<file path="src/hdl/dfpq_pkg.sv">
package dfpq_pkg;

  typedef enum logic {
    OpQuantize = 1'b0,
    OpLoad     = 1'b1
  } op_e;

  // Code ranges, full and half, for the two rounding modes, stochastic and nearest.
  localparam int FullStoch = 32768;
  localparam int HalfStoch = 16384;
  localparam int FullNear  = 128;
  localparam int HalfNear  = 64;

  typedef struct packed {
    op_e                operation;
    logic signed [31:0] sample;
    logic               stochastic;
    logic [11:0]        random_fraction;
    logic               last;
    logic [4:0]         new_step;
  } dfpq_in_t;

  typedef struct packed {
    logic signed [15:0] code;
    logic signed [31:0] dequant_value;
    logic               large_overflow;
    logic               small_overflow;
    logic [4:0]         step_after;
  } dfpq_out_t;

  // Quantizer result without the step, as it leaves the datapath.
  typedef struct packed {
    logic signed [15:0] code;
    logic signed [31:0] dequant_value;
    logic               large_overflow;
    logic               small_overflow;
  } dfpq_quant_t;

endpackage

</file>
<file path="src/hdl/dynamic_fixed_point_quantizer_unit.sv">
// Channel  Direction  Handshake               Payload
// in       input      in_valid_i/in_stall_o   in_data_i   (dfpq_in_t)
// out      output     out_valid_o/out_stall_i out_data_o  (dfpq_out_t)
// cfg      input      cfg_we_i                cfg_wdata_i (freeze_step)
// One beat is accepted per cycle while in_stall_o is low.
// The beat is held in an input register, quantized, and captured in the result register.
// The step and the overflow history advance as a beat moves into the result register.
// An output stall holds a valid result; the input then stalls only when both are full.
// Reset clears the step, the overflow history, freeze_step and both valid flags.
module dynamic_fixed_point_quantizer_unit
  import dfpq_pkg::*;
#(
  parameter int FRAC_BITS = 16,
  parameter int MAX_STEP  = 16
) (
  input  logic      clk_i,
  input  logic      rst_ni,
  input  logic      in_valid_i,
  output logic      in_stall_o,
  input  dfpq_in_t  in_data_i,
  output logic      out_valid_o,
  input  logic      out_stall_i,
  output dfpq_out_t out_data_o,
  input  logic      cfg_we_i,
  input  logic      cfg_wdata_i
);

  localparam logic [4:0] MaxStep = 5'(MAX_STEP);

  logic        in_vld_q;
  dfpq_in_t    in_q;
  logic        out_vld_q;
  dfpq_out_t   out_q;
  logic [4:0]  step_q;
  logic [4:0]  step_d;
  logic        seen_large_q;
  logic        seen_large_d;
  logic        seen_small_q;
  logic        seen_small_d;
  logic        freeze_q;
  logic        advance;
  logic        in_take;
  dfpq_quant_t quant;
  dfpq_out_t   out_d;
  logic        any_large;
  logic        any_small;

  dfpq_datapath #(
    .FRAC_BITS(FRAC_BITS),
    .MAX_STEP (MAX_STEP)
  ) u_datapath (
    .sample_i         (in_q.sample),
    .stochastic_i     (in_q.stochastic),
    .random_fraction_i(in_q.random_fraction),
    .step_i           (step_q),
    .result_o         (quant)
  );

  assign advance    = in_vld_q && (!out_vld_q || !out_stall_i);
  assign in_take    = !in_vld_q || advance;
  assign in_stall_o = !in_take;

  always_comb begin
    any_large    = seen_large_q || quant.large_overflow;
    any_small    = seen_small_q || quant.small_overflow;
    step_d       = step_q;
    seen_large_d = any_large;
    seen_small_d = any_small;
    out_d        = '0;
    if (in_q.operation == OpLoad) begin
      step_d       = (in_q.new_step > MaxStep) ? MaxStep : in_q.new_step;
      seen_large_d = 1'b0;
      seen_small_d = 1'b0;
    end else begin
      out_d.code           = quant.code;
      out_d.dequant_value  = quant.dequant_value;
      out_d.large_overflow = quant.large_overflow;
      out_d.small_overflow = quant.small_overflow;
      if (in_q.last) begin
        seen_large_d = 1'b0;
        seen_small_d = 1'b0;
        if (!freeze_q) begin
          if (any_large) begin
            if (step_q != 5'd0) begin
              step_d = step_q - 5'd1;
            end
          end else if (!any_small) begin
            if (step_q < MaxStep) begin
              step_d = step_q + 5'd1;
            end
          end
        end
      end
    end
    out_d.step_after = step_d;
  end

  always_ff @(posedge clk_i or negedge rst_ni) begin
    if (!rst_ni) begin
      in_vld_q     <= 1'b0;
      out_vld_q    <= 1'b0;
      step_q       <= '0;
      seen_large_q <= 1'b0;
      seen_small_q <= 1'b0;
      freeze_q     <= 1'b0;
    end else begin
      if (cfg_we_i) begin
        freeze_q <= cfg_wdata_i;
      end
      if (in_take) begin
        in_vld_q <= in_valid_i;
      end
      if (advance) begin
        out_vld_q    <= 1'b1;
        step_q       <= step_d;
        seen_large_q <= seen_large_d;
        seen_small_q <= seen_small_d;
      end else if (!out_stall_i) begin
        out_vld_q <= 1'b0;
      end
    end
  end

  always_ff @(posedge clk_i) begin
    if (in_take && in_valid_i) begin
      in_q <= in_data_i;
    end
    if (advance) begin
      out_q <= out_d;
    end
  end

  assign out_valid_o = out_vld_q;
  assign out_data_o  = out_q;

endmodule

</file>
<file path="src/hdl/dfpq_datapath.sv">
module dfpq_datapath
  import dfpq_pkg::*;
#(
  parameter int FRAC_BITS = 16,
  parameter int MAX_STEP  = 16
) (
  input  logic signed [31:0] sample_i,
  input  logic               stochastic_i,
  input  logic [11:0]        random_fraction_i,
  input  logic [4:0]         step_i,
  output dfpq_quant_t        result_o
);

  localparam int TW    = 32 + MAX_STEP;
  localparam int QBase = TW - FRAC_BITS;
  localparam int QW    = (QBase + 1 > 18) ? QBase + 1 : 18;
  localparam int SW    = FRAC_BITS + 13;
  localparam int DW    = (16 + FRAC_BITS > 33) ? 16 + FRAC_BITS : 33;

  logic signed [TW-1:0] scaled;
  logic [FRAC_BITS-1:0] frac;
  logic [SW-1:0]        stoch_sum;
  logic                 round_up;
  logic signed [QW-1:0] q_floor;
  logic signed [QW-1:0] q_round;
  logic signed [QW-1:0] full;
  logic signed [QW-1:0] half;
  logic signed [15:0]   code;
  logic signed [DW-1:0] code_ext;
  logic signed [DW-1:0] dq_wide;
  logic signed [31:0]   dq;

  always_comb begin
    scaled    = $signed({{MAX_STEP{sample_i[31]}}, sample_i}) <<< step_i;
    frac      = scaled[FRAC_BITS-1:0];
    q_floor   = $signed({{(QW - QBase){scaled[TW-1]}}, scaled[TW-1:FRAC_BITS]});
    stoch_sum = {1'b0, frac, 12'b0} + (SW'(random_fraction_i) << FRAC_BITS);
    round_up  = stochastic_i ? stoch_sum[SW-1] : frac[FRAC_BITS-1];
    q_round   = q_floor + QW'(round_up);

    full = stochastic_i ? QW'(FullStoch) : QW'(FullNear);
    half = stochastic_i ? QW'(HalfStoch) : QW'(HalfNear);

    if (q_round > full - QW'(1)) begin
      code = 16'((full - QW'(1)));
    end else if (q_round < -full) begin
      code = 16'(-full);
    end else begin
      code = q_round[15:0];
    end

    code_ext = $signed({{(DW - 16){code[15]}}, code}) <<< FRAC_BITS;
    dq_wide  = code_ext >>> step_i;
    if (dq_wide > DW'(32'sh7fff_ffff)) begin
      dq = 32'sh7fff_ffff;
    end else if (dq_wide < $signed({{(DW - 32){1'b1}}, 32'h8000_0000})) begin
      dq = 32'sh8000_0000;
    end else begin
      dq = dq_wide[31:0];
    end

    result_o.code           = code;
    result_o.dequant_value  = dq;
    result_o.large_overflow = (q_round >= full) || (q_round < -full);
    result_o.small_overflow = (q_round >= half) || (q_round < -half);
  end

endmodule
</file>
<file path="config.mk">
export PLATFORM = sky130hd
export DESIGN_NAME = dynamic_fixed_point_quantizer_unit
export DESIGN_NICKNAME = d
export VERILOG_FILES = /design/src/hdl/dfpq_pkg.sv /design/src/hdl/dynamic_fixed_point_quantizer_unit.sv /design/src/hdl/dfpq_datapath.sv
export SDC_FILE = /design/constraint.sdc
export NUM_CORES = 1
export LEC_CHECK = 0
export BUFFER_PORTS_ARGS = -buffer_cell sky130_fd_sc_hd__clkbuf_2
export CORE_MARGIN = 2
export CORE_UTILIZATION = 25
export CTS_CLUSTER_SIZE = 24
export DETAILED_ROUTE_END_ITERATION = 12
export PLACE_DENSITY = 0.4
export SYNTH_ARGS = -nofsm -noshare
export SYNTH_HDL_FRONTEND = slang
export SYNTH_SLANG_ARGS = --single-unit
</file>
<file path="constraint.sdc">
create_clock -name clk_i -period 10.9 [get_ports clk_i]
set_input_delay 1.09 -clock clk_i [delete_from_list [all_inputs] [get_ports clk_i]]
set_output_delay 1.09 -clock clk_i [all_outputs]
set_load 0.01 [all_outputs]
</file>
==> flow_summary.ini <==
[timing]
rsz0062_at_grt = no
setup_viol = 0
timing.final.hold_violations = 0
clock_skew_ps = 12.1
report.final.slew_viol_count = 0
fmax_mhz = 104
min_period_ps = 9580
worst-slew-pin-transition_ps = 1210
timing.setup.tns_ps = 0
max_slew_margin_pct = 19.0
period_share_pct = 87.9

[route]
wl_per_cell_um = 24.9
drtPass1Iterations = 8
via_per_inst = 5.80
drc = 0
vias = 10901
drt_iter0_markers = 1009
ant_nets = 0
wirelength_um = 46900

[run]
maxCapViolCount = 0

[floorplanning]
initial_core_util_pct = 25.4
io_pins = 115
die-area_sq_um = 46800
core_sq_um = 44400
die_w_um = 216
rows = 77
die_h_um = 216

[clock_tree]
h-tree-depth = 4
cts_tree = done
postCtsSetupBuffers = 0
numCtsBuffers = 17
root_buffer = clkbuf_16
clk_pin_slew_worst_paths_ps = 60
cts-hold-fix-buffers = 0
worstSkewPairLatency_ps = 460
cts_sinks = 117
cts_resized = 0
clock_path_buffers = 2

[finish]
syn_to_final_growth_pct = 14.9
fin_util_pct = 29.2
diodes = 0
layout_commonest_cell = clkbuf_2
seqCellArea_sq_um = 3470
nets = 1369
multi_input_area_sq_um = 7250
fin_area_sq_um = 13000
most-common-layout-cells = clkbuf_2 (114), edfxtp_1 (107), nor2_1 (105), nand2_1 (89), a21oi_1 (79)
layout-drive-gt1-share_pct = 20.5
n_fill_cell = 4753

[global_routing]
use_met2_pct = 33.0
grt-ovfl-total = 0
use_met1_pct = 25.8
top_usage_layer = met2
met3_usage_pct = 3.49
grt_pass1_vias = 10810
grt_util_all_layers_pct = 20.0
grt_max_degree = 70
grt_pass1_wl_um = 70500
antenna_found_initial = 0

[setup_path]
cp.arrival_ps = 9800
crit_type = reg -> reg
reg2reg_slack_ps = 1320
start_kind = register
crit_fanout = 69
slowest_delay_ps = 990
ff2ff_path_depth = 33
crit_slowest_cell = dfrtp_4
cp-end-kind = register
required_ps = 11110

[synthesis]
ys_seq_area_share_pct = 30.7
ys.flop_type = edfxtp_1
ys_seq_elements = 117
async_flop_share_pct = 8.55
synth_cell_types = 103
synth_edf_count = 107
yosysWarnings = 0
syn_avg_cell_area_sq_um = 9.37
syn-instance-count = 1204
synth_area_sq_um = 11300
postSynthNetCount = 1297

[power]
power_density_nw_per_um2 = 312
ir_worst_vdd_mv = 0.132
total_power_mw = 4.04
p_leak_nw = 4.73

[run_status]
outcome = completed

[placed_design]
numPortBuffers = 114
placed_cell_area_sq_um = 12400
finalWeightedCongestion = 0.923
hpwl_um = 35400

[hold_path]
min_path_type = reg -> reg
hold-path-cell-count = 1
[cell families after synthesis]
logic type	share of synthesized area, %
and+or+nand+nor	18.0
AOI/OAI and AO/OA	24.4
muxes	16.6
buffers and inverters	5.10
DFF	30.7
adders and majority gates	3.88
xor gates and xnor gates	1.23
[state kept, by name (all words and copies together), names as in the netlist]
| signal | flops |
|---|---|
| out_valid_o | 1 |
| freeze_q | 1 |
| seen_large_q | 1 |
| in_vld_q | 1 |
| in_q | 52 |
| step_q | 5 |
| out_data_o | 55 |
| seen_small_q | 1 |
[cell usage after synthesis (11+ instances only)]
library cell	number	area share (%)
nand3_1	44	2.0
nor2_1	105	3.5
o22ai_1	18	1.0
mux4_2	17	3.4
nor4_1	15	0.83
mux4_1	20	4.7
a221oi_1	14	1.1
o31a_1	12	0.93
nand2_1	89	3.0
mux2i_1	54	4.8
clkbuf_1	42	1.4
inv_1	28	0.93
o211ai_1	14	0.93
and2_1	19	1.1
nand2b_1	14	0.78
a22oi_1	12	0.80
nand4_1	12	0.67
buf_2	15	0.67
buf_1	19	0.63
nor3_1	40	1.8
a211oi_1	40	2.7
a31oi_1	12	0.67
nor2b_1	11	0.61
xor2_1	11	0.85
o21ai_0	41	1.8
mux2_2	36	3.6
edfxtp_1	107	28
o31ai_1	13	0.87
a21oi_1	80	3.5
ha_1	35	3.9
or3_1	11	0.61
[per-stage QoR]
stage | hold WS [ps] | instances | setup WS (ps)
final | 481 | 1881 | 1320
after global routing | 505 | 1881 | 449
after CTS | 479 | 1881 | 1520
after detailed placement | 479 | 1849 | 1550
after global placement | 476 | 1849 | 1660
after floorplan | 457 | 1204 | 2640
[power by group]
group	internal (mW)	switching, mW
sequential	0.581	0.120
clock	0.380	0.224
combinational	0.952	1.79
[area by class of cell]
class                   count  area share, %
clock buffers              18           3.31
repair buffers            141           5.96
inverters                  31          0.897
well taps                 592           5.71
flip-flops and latches    117           26.8
clock inverters            14           1.41
multi-input cells         968           55.9
[routing by layer]
layer | up-vias | share of wire (%) | wire, um
met5 | - | 0 | 0
met4 | 0 | 3.5 | 1650
met3 | 88 | 5.6 | 2610
met2 | 461 | 48 | 22700
met1 | 5407 | 43 | 19900
li1 | 4945 | - | -
[worst paths after layout]
kind | start | endpoint
max | step_q[1]$_DFFE_PN0P_ | out_data_o[7]$_SDFFCE_PP0P_
min | in_vld_q$_DFFE_PN0N_ | out_valid_o$_DFFE_PN0P_
max reg2reg | step_q[1]$_DFFE_PN0P_ | out_data_o[7]$_SDFFCE_PP0P_
min reg2reg | in_vld_q$_DFFE_PN0N_ | out_valid_o$_DFFE_PN0P_
max in group asynchronous | rst_ni | step_q[1]$_DFFE_PN0P_
min in group asynchronous | rst_ni | freeze_q$_DFFE_PN0P_
[critical path, delay by kind of cell, from the launching register on]
kind	cells	cell delay, ps
buffers and inverters	1	240
DFF	1	990
AOI/OAI and AO/OA	11	2860
and+or+nand+nor	16	3550
adders and majority gates	4	1120
xor gates and xnor gates	1	530
No activity file was read; power rests on OpenSTA's default activity.
